===== src/hdl/lmts_pkg.sv =====
// Package for the LCD mode timing sequencer.
// Mode codes, dot budgets, line limits and register indexes; no dependencies.
`default_nettype none

package lmts_pkg;

   typedef enum logic [1:0] {
      MODE_HBLANK = 2'd0,
      MODE_VBLANK = 2'd1,
      MODE_OAM    = 2'd2,
      MODE_XFER   = 2'd3
   } mode_type;

   localparam int LINE_WIDTH  = 8;
   localparam int DOT_WIDTH   = 9;
   localparam int CSR_WIDTH   = 8;
   localparam int INDEX_WIDTH = 3;

   localparam logic [DOT_WIDTH-1:0]  DOTS_OAM     = 9'd80;
   localparam logic [DOT_WIDTH-1:0]  DOTS_XFER    = 9'd172;
   localparam logic [DOT_WIDTH-1:0]  DOTS_HBLANK  = 9'd204;
   localparam logic [DOT_WIDTH-1:0]  DOTS_LINE    = 9'd456;
   localparam logic [LINE_WIDTH-1:0] FIRST_VBLANK = 8'd144;
   localparam logic [LINE_WIDTH-1:0] LAST_LINE    = 8'd153;

   localparam logic [INDEX_WIDTH-1:0] REG_HBLANK_IRQ_EN  = 3'd0;
   localparam logic [INDEX_WIDTH-1:0] REG_VBLANK_IRQ_EN  = 3'd1;
   localparam logic [INDEX_WIDTH-1:0] REG_OAM_IRQ_EN     = 3'd2;
   localparam logic [INDEX_WIDTH-1:0] REG_COMPARE_IRQ_EN = 3'd3;
   localparam logic [INDEX_WIDTH-1:0] REG_COMPARE_VALUE  = 3'd4;

endpackage

`default_nettype wire


===== src/hdl/lcd_mode_timing_sequencer_unit.sv =====
// A tick's result is registered in the result register and shown on the rsp outputs.
// Throughput: one tick per cycle while no result is held by rsp_stall; the mode/dot/line registers update in one pass.
// The result register holds a stalled result while the next tick is still accepted
// once that result is taken (stall passes straight through from rsp to req).
// Reset (synchronous): mode 0, dot count 0, line 0, line-drawn clear, all enables 0.
// Depends on lmts_pkg.
`default_nettype none

module lcd_mode_timing_sequencer_unit (
   input  wire                                    clock,
   input  wire                                    reset,
   input  wire                                    csr_write_enable,
   input  wire  [lmts_pkg::INDEX_WIDTH-1:0]       csr_index,
   input  wire  [lmts_pkg::CSR_WIDTH-1:0]         csr_write_data,
   input  wire                                    req_valid,
   output logic                                   req_stall,
   input  wire                                    req_lcd_enable,
   output logic                                   rsp_valid,
   input  wire                                    rsp_stall,
   output logic [lmts_pkg::LINE_WIDTH-1:0]        rsp_line_number,
   output logic [1:0]                             rsp_mode,
   output logic                                   rsp_line_match,
   output logic                                   rsp_stat_irq,
   output logic                                   rsp_vblank_irq,
   output logic                                   rsp_draw_line_strobe
);

   // configuration
   logic                              hblank_en_ff, vblank_en_ff, oam_en_ff, compare_en_ff;
   logic [lmts_pkg::LINE_WIDTH-1:0]   compare_ff;

   // sequencer state
   lmts_pkg::mode_type                mode_ff, mode_in;
   logic [lmts_pkg::DOT_WIDTH-1:0]    dot_ff, dot_in, dot_base;
   logic [lmts_pkg::LINE_WIDTH-1:0]   line_ff, line_in, line_inc;
   logic                              drawn_ff, drawn_in;

   // result register
   logic                              valid_ff, valid_in;
   logic [lmts_pkg::LINE_WIDTH-1:0]   line_out_ff;
   logic [1:0]                        mode_out_ff;
   logic                              match_ff, stat_ff, vbl_ff, strobe_ff;
   logic                              match_in, stat_in, vbl_in, strobe_in;

   logic                              accept;

   assign req_stall = valid_ff & rsp_stall;
   assign accept    = req_valid & ~req_stall;

   always_ff @(posedge clock) begin
      if (reset) begin
         hblank_en_ff  <= 1'b0;
         vblank_en_ff  <= 1'b0;
         oam_en_ff     <= 1'b0;
         compare_en_ff <= 1'b0;
         compare_ff    <= '0;
      end else if (csr_write_enable) begin
         unique case (csr_index)
            lmts_pkg::REG_HBLANK_IRQ_EN:  hblank_en_ff  <= csr_write_data[0];
            lmts_pkg::REG_VBLANK_IRQ_EN:  vblank_en_ff  <= csr_write_data[0];
            lmts_pkg::REG_OAM_IRQ_EN:     oam_en_ff     <= csr_write_data[0];
            lmts_pkg::REG_COMPARE_IRQ_EN: compare_en_ff <= csr_write_data[0];
            lmts_pkg::REG_COMPARE_VALUE:  compare_ff    <= csr_write_data;
            default: ;
         endcase
      end
   end

   assign line_inc = line_ff + 8'd1;

   always_comb begin
      mode_in   = mode_ff;
      dot_base  = dot_ff;
      line_in   = line_ff;
      drawn_in  = drawn_ff;
      match_in  = 1'b0;
      stat_in   = 1'b0;
      vbl_in    = 1'b0;
      strobe_in = 1'b0;
      if (!req_lcd_enable) begin
         mode_in  = lmts_pkg::MODE_HBLANK;
         dot_base = '0;
         line_in  = '0;
      end else begin
         match_in = (line_ff == compare_ff);
         stat_in  = match_in & compare_en_ff;
         if (mode_ff == lmts_pkg::MODE_XFER && !drawn_ff) begin
            drawn_in  = 1'b1;
            strobe_in = 1'b1;
         end
         // mode or line change when the current mode's dot budget is used up; vblank leaves only after the last line
         unique case (mode_ff)
            lmts_pkg::MODE_VBLANK: begin
               if (dot_ff == lmts_pkg::DOTS_LINE) begin
                  if (line_ff == lmts_pkg::LAST_LINE) begin
                     mode_in = lmts_pkg::MODE_OAM;
                     stat_in = stat_in | oam_en_ff;
                     line_in = '0;
                  end else begin
                     line_in = line_inc;
                  end
                  dot_base = '0;
                  drawn_in = 1'b0;
               end
            end
            lmts_pkg::MODE_OAM: begin
               if (dot_ff == lmts_pkg::DOTS_OAM) begin
                  mode_in  = lmts_pkg::MODE_XFER;
                  dot_base = '0;
                  drawn_in = 1'b0;
               end
            end
            lmts_pkg::MODE_XFER: begin
               if (dot_ff == lmts_pkg::DOTS_XFER) begin
                  mode_in  = lmts_pkg::MODE_HBLANK;
                  stat_in  = stat_in | hblank_en_ff;
                  dot_base = '0;
                  drawn_in = 1'b0;
               end
            end
            lmts_pkg::MODE_HBLANK: begin
               if (dot_ff == lmts_pkg::DOTS_HBLANK) begin
                  line_in = line_inc;
                  if (line_inc == lmts_pkg::FIRST_VBLANK) begin
                     mode_in = lmts_pkg::MODE_VBLANK;
                     stat_in = stat_in | vblank_en_ff;
                     vbl_in  = 1'b1;
                  end else begin
                     mode_in = lmts_pkg::MODE_OAM;
                     stat_in = stat_in | oam_en_ff;
                  end
                  dot_base = '0;
                  drawn_in = 1'b0;
               end
            end
            default: ;
         endcase
         dot_base = dot_base + 9'd1;
      end
      dot_in = dot_base;
   end

   always_ff @(posedge clock) begin
      if (reset) begin
         mode_ff  <= lmts_pkg::MODE_HBLANK;
         dot_ff   <= '0;
         line_ff  <= '0;
         drawn_ff <= 1'b0;
      end else if (accept) begin
         mode_ff  <= mode_in;
         dot_ff   <= dot_in;
         line_ff  <= line_in;
         drawn_ff <= drawn_in;
      end
   end

   assign valid_in = accept | (valid_ff & rsp_stall);

   always_ff @(posedge clock) begin
      if (reset) begin
         valid_ff <= 1'b0;
      end else begin
         valid_ff <= valid_in;
      end
   end

   always_ff @(posedge clock) begin
      if (accept) begin
         line_out_ff <= line_in;
         mode_out_ff <= mode_in;
         match_ff    <= match_in;
         stat_ff     <= stat_in;
         vbl_ff      <= vbl_in;
         strobe_ff   <= strobe_in;
      end
   end

   assign rsp_valid            = valid_ff;
   assign rsp_line_number      = line_out_ff;
   assign rsp_mode             = mode_out_ff;
   assign rsp_line_match       = match_ff;
   assign rsp_stat_irq         = stat_ff;
   assign rsp_vblank_irq       = vbl_ff;
   assign rsp_draw_line_strobe = strobe_ff;

endmodule

`default_nettype wire


===== config.mk =====
export PLATFORM = sky130hd
export DESIGN_NAME = lcd_mode_timing_sequencer_unit
export DESIGN_NICKNAME = d
export VERILOG_FILES = /design/src/hdl/lmts_pkg.sv /design/src/hdl/lcd_mode_timing_sequencer_unit.sv
export SDC_FILE = /design/constraint.sdc
export NUM_CORES = 1
export LEC_CHECK = 0
export ABC_AREA = 0
export BUFFER_PORTS_ARGS = -buffer_cell sky130_fd_sc_hd__buf_2
export CAP_MARGIN = 5
export CORE_MARGIN = 8
export CORE_UTILIZATION = 58
export CTS_BUF_LIST = sky130_fd_sc_hd__clkbuf_8 sky130_fd_sc_hd__clkbuf_16
export DETAILED_ROUTE_END_ITERATION = 12
export HOLD_SLACK_MARGIN = 0.1
export PLACE_DENSITY = 0.8
export SLEW_MARGIN = 10
export SYNTH_ARGS = -nofsm -noshare
export SYNTH_HDL_FRONTEND = slang
export SYNTH_SLANG_ARGS = --single-unit

===== constraint.sdc =====
create_clock -name clock -period 2.5 [get_ports clock]
set_input_delay 0.125 -clock clock [delete_from_list [all_inputs] [get_ports clock]]
set_output_delay 0.125 -clock clock [all_outputs]
set_load 0.02 [all_outputs]

# After elaboration in Yosys (flattened, before gate mapping)
# Index checks and enable logic that the tools add are counted.
# totals
output_inout_bits	16
register_bits	47
wordCells	85
in_bits	17
# op_classes
bitwise_logic	8
n_eq_ne	14
muxes	34
add_sub_neg	2
reduce_logical	11
# op_table
operator	n
$mux W9	6
$pmux W9 S4	1
$mux W8	4
$eq A9 B8 Y1 const B	2
$eq A8 B8 Y1 const B	2
$pmux W8 S2	1
$mux W2	7
$mux W1	12
$reduce_and A2 Y1	6
$add A9 B1 Y9 const B	1
$eq A9 B7 Y1 const B	1
$eq A9 B9 Y1 const B	1
$add A8 B1 Y8 const B	1
$eq A8 B8 Y1	1
$pmux W2 S4	1
$eq A3 B2 Y1 const B	2
$eq A2 B2 Y1 const B	2
$or A1 B1 Y1	4
$pmux W1 S4	1
$and A1 B1 Y1	3
$eq A3 B1 Y1 const B	1
$eq A3 B3 Y1 const B	1
$logic_not A3 Y1	1
$pmux W1 S3	1
6 further kinds	6

# Longest topological paths before layout
# depth
depth_word	6
ltp_mapped	9
depth_no_buf	7

# Worst setup path after synthesis
# Ideal clock, no wire load.
# synth_timing
kind	register to register
startpoint	reg valid_ff (netlist: rsp_valid)
endpoint	reg line_ff[4] (netlist name)
t_arrival_ns	2.332
path_buffers	2
path_stages_with_launch	9
synth_period_minus_slack_ns	2.406
setup_slack_ns	0.094
setup_ns	0.074
required_time_ns	2.426
cell_sequence	dfxtp_1 and2_1 nand2b_1 clkbuf_1 inv_1 clkbuf_1 nand3_1 or4_1 o21ai_0
# synth_between
elab_chain_cells	3
# synth_rtl
item	line	source
start: declaration	lcd_mode_timing_sequencer_unit.sv:39	logic valid_ff, valid_in;
start signal: assignment	lcd_mode_timing_sequencer_unit.sv:163	valid_ff <= valid_in;
$and A1 B1 Y1	lcd_mode_timing_sequencer_unit.sv:47	assign req_stall = valid_ff & rsp_stall;
via req_stall	lcd_mode_timing_sequencer_unit.sv:16	output logic req_stall,
$not A1 Y1	lcd_mode_timing_sequencer_unit.sv:48	assign accept = req_valid & ~req_stall;
$and A1 B1 Y1	lcd_mode_timing_sequencer_unit.sv:48	
via accept	lcd_mode_timing_sequencer_unit.sv:45	logic accept;
end signal: assignment	lcd_mode_timing_sequencer_unit.sv:152	line_ff <= line_in;
end: declaration	lcd_mode_timing_sequencer_unit.sv:35	logic [lmts_pkg::LINE_WIDTH-1:0] line_ff, line_in, line_inc;
# The timed path passes the listed nets, and every way through them passes these cells.
# A chain may end at the register's enable or synchronous reset.

# Worst setup path after layout
# layout_timing
startpoint	reg dot_ff[5] (netlist name)
endpoint	reg line_ff[4] (netlist name)
# layout_between
elab_chain_cells	4
elab_cells_between_ends	6
cone_classes	eq/ne: 2; mux: 4
# layout_rtl
item	line	source
start: declaration	lcd_mode_timing_sequencer_unit.sv:34	logic [lmts_pkg::DOT_WIDTH-1:0] dot_ff, dot_in, dot_base;
start signal: assignment	lcd_mode_timing_sequencer_unit.sv:151	dot_ff <= dot_in;
$eq A9 B8 Y1 or $eq A9 B9 Y1 (tied branches)	lcd_mode_timing_sequencer_unit.sv:122, lcd_mode_timing_sequencer_unit.sv:94	
$mux W8, on equally long branches	lcd_mode_timing_sequencer_unit.sv:122, lcd_mode_timing_sequencer_unit.sv:94	
$pmux W8 S2 (*)	lcd_mode_timing_sequencer_unit.sv:92	unique case (mode_ff)
$mux W8 (*)	lcd_mode_timing_sequencer_unit.sv:80	if (!req_lcd_enable) begin
# Mark *: on every way between the ends. The rest lies on a longest branch, timed or not.

==> summary.md <==
| Metric | Value |
|---|---|
| Outcome | `finished clean` |
| Worst-margin pin slew | `0.615 ns` |
| Vias per cell | `6.55` |
| Seq cells post-synth | `47` |
| Distinct cells, synth | `62` |
| Register area share after synthesis | `39.3%` |
| Worst Path Max Fanout | `11` |
| WL/cell | `17.6 um` |
| Final period util | `88.7%` |
| Ys flop type | `dfxtp_1` |
| Inserted Diodes | `0` |
| CP delay by family, top | `simple AND/OR/NAND/NOR gates` |
| Detailed Routing Iterations Pass 1 | `5` |
| Avg Synthesized Cell Area | `8.63 um2` |
| Layout area overhead | `14.9%` |
| Core ar. | `4660 um2` |
| Total gr overflow | `0` |
| Final TNS setup | `0 ns` |
| Fin. max-slew vios | `0` |
| Mapped Cells | `319` |
| Leakage Power | `0.00113 uW` |
| R2R Setup Slk | `0.28 ns` |
| Row count | `25` |
| Max-cap violations | `0` |
| Met1 WL | `3.08 mm` |
| Initial cell density of the core | `59.1%` |
| Unrepaired setup endpoints after global routing | `false` |
| Final min period | `2.22 ns` |
| Hpwl dp | `5.05 mm` |
| Initial detailed-routing violation count | `317` |
| GRT Resource Usage Total | `19.9%` |
| Uppermost layer routed | `met4` |
| H-tree lvl count | `2` |
| Fmax | `451 MHz` |
| Critical path's largest stage delay | `0.59 ns` |
| Final Hold Viols | `0` |
| Vias in the first global route | `2448` |
| CP startpoint kind | `register` |
| Fin nets | `371` |
| HP Class | `in -> reg` |
| First-pass GRT wire length | `11.9 mm` |
| Slowest cell on crit path | `or4b_4` |
| Clk slew on worst S/H paths | `0.09 ns` |
| Chip width | `84.9 um` |
| Post-CTS setup buffer count | `0` |
| Layout cells sized above 1 | `16.2%` |
| Initial antenna violation count | `0` |
| Num Clock Sinks | `47` |
| CP Data Required Time | `2.74 ns` |
| CP bufs+invs | `0` |
| CTS tree | `yes` |
| Count of final setup violators | `0` |
| IO Port Bufs | `32` |
| Largest net degree at the start of global routing | `31` |
| Leading cell type in the layout, fill and taps excluded | `dfxtp_1` |
| Power Density | `482 nW/um2` |
| Root buf cell | `clkbuf_8` |
| Drt drc | `0` |
| Commonest non-fill, non-tap cells in the layout | `33 x dfxtp_1, 32 x nor2_1, 32 x buf_2` |
| Total CTS buffers | `5` |
| Peak supply drop | `0.000346 V` |
| Vias | `2659` |
| Post-route ant nets | `0` |
| Post-synth EDFFs | `14` |
| Wire length on met3 | `481 um` |
| Met2 wire len | `3.44 mm` |
| Worst Setup End Kind | `register` |
| Crit path DAT | `2.45 ns` |
| Die area | `7210 um2` |
| Mapped Nets | `339` |
| Synth Cell Area | `2750 um2` |
| WL final | `7.15 mm` |
| Post-DP Area | `2970 um2` |
| # fillers | `383` |
| Async SR Flop Fraction | `0%` |
| Post-route cell area | `3160 um2` |
| Worst-Skew Late Latency | `0.30 ns` |
| Normalized max-slew margin | `59.0%` |
| Crit-path cells | `or4b_4 -> nor3_1 -> o21ai_1 -> or4_1 -> o21ai_0` |
| Gpl congestion | `1.00` |
| I/O pin cnt | `33` |
| Height of the die | `84.9 um` |
| Clock tree buffer depth | `2` |
| WS Path Type | `reg -> reg` |
| Fin util | `67.9%` |
| Clock skew | `0.00857 ns` |
| Yosys warns | `0` |
-- power breakdown --
part / total [uW] / switching [uW] / internal (uW)
registers: 809 / 8.54 / 801
logic: 134 / 85.6 / 48.0
clock network: 582 / 258 / 324
-- cell usage after synthesis, drive strengths merged, types with 5 or more instances --
cell type | count | area [um2]
a21oi | 15 | 75.1
or3 | 5 | 31.3
inv | 5 | 18.8
and3 | 6 | 37.5
xnor2 | 9 | 78.8
clkbuf | 22 | 82.6
nand4 | 9 | 56.3
a31oi | 6 | 37.5
nand4b | 6 | 52.6
nor2 | 32 | 120
nor4b | 6 | 58.8
nor3 | 9 | 45.0
mux2i | 13 | 130
edfxtp | 14 | 420
nand2 | 22 | 82.6
and2 | 5 | 31.3
o21ai | 14 | 70.1
nand3 | 21 | 110
dfxtp | 33 | 661
-- metrics by stage --
step	instances	setup slack, ns	hold slack, ns	total power, uW
finish	406	0.283	0.107	1520
floorplan	319	0.0936	0.249	900
global route	406	0.0898	0.113	1570
detailed placement	390	0.327	0.358	950
global placement	390	0.400	0.352	947
CTS	406	0.295	0.111	1520
-- area by class of cell --
| class | instances | area [um2] | area share [%] |
|---|---|---|---|
| multi-input cells | 239 | 1550 | 48.9 |
| flip-flops and latches | 47 | 1080 | 34.2 |
| repair buffers | 51 | 323 | 10.2 |
| clock buffers | 6 | 82.6 | 2.61 |
| well taps | 54 | 67.6 | 2.14 |
| clock inverters | 2 | 35.0 | 1.11 |
| inverters | 7 | 26.3 | 0.831 |
-- logic make-up (layout without fill, tap and decap cells) --
| family | count (synthesis) | in the layout | synth area share [%] |
|---|---|---|---|
| AND/OR/NAND/NOR | 145 | 145 | 29.7 |
| AO/OA/AOI/OAI | 66 | 66 | 16.5 |
| buffers and inverters | 33 | 66 | 4.54 |
| XOR/XNOR | 11 | 11 | 3.50 |
| adder cells (fa/ha/maj) | 3 | 3 | 1.36 |
| flip-flops | 47 | 47 | 39.3 |
| multiplexers | 14 | 14 | 5.13 |
-- routing by layer --
layer / global-route usage (%) / vias up
met5: 0 / -
met4: 7.44 / 0
met3: 3.47 / 21
met2: 32.4 / 118
met1: 25.6 / 1266
li1: - / 1254
-- tightest hold or removal path, cell delays in order --
cell	delay, ns
buf_2	0.12
nand3_1	0.06
a21oi_1	0.05
-- worst paths after layout --
path                              from                   endpoint  cells after the start
max             dot_ff[5]$_SDFFE_PP0P_    line_ff[4]$_SDFFE_PP0P_                      5
min                  csr_write_data[0]  vblank_en_ff$_SDFFE_PP0P_                      3
max reg2reg     dot_ff[5]$_SDFFE_PP0P_    line_ff[4]$_SDFFE_PP0P_                      5
min reg2reg  vblank_en_ff$_SDFFE_PP0P_  vblank_en_ff$_SDFFE_PP0P_                      2
-- flip-flops by register name, summed over array words and instances, names as in the netlist, 2 cells and up --
| register | flops |
|---|---|
| compare_ff | 8 |
| dot_ff | 9 |
| line_ff | 8 |
| mode_ff | 2 |
| rsp_line_number | 8 |
| rsp_mode | 2 |
-- what timing repair did --
| item | in CTS | in global routing |
|---|---|---|
| hold buffers | 8 | 0 |
| gates resized for setup | 0 | 0 |
| endpoints found under the hold margin | 8 | 0 |
| endpoints found under the setup margin | 0 | 0 |
No activity file was read; power rests on OpenSTA's default activity.
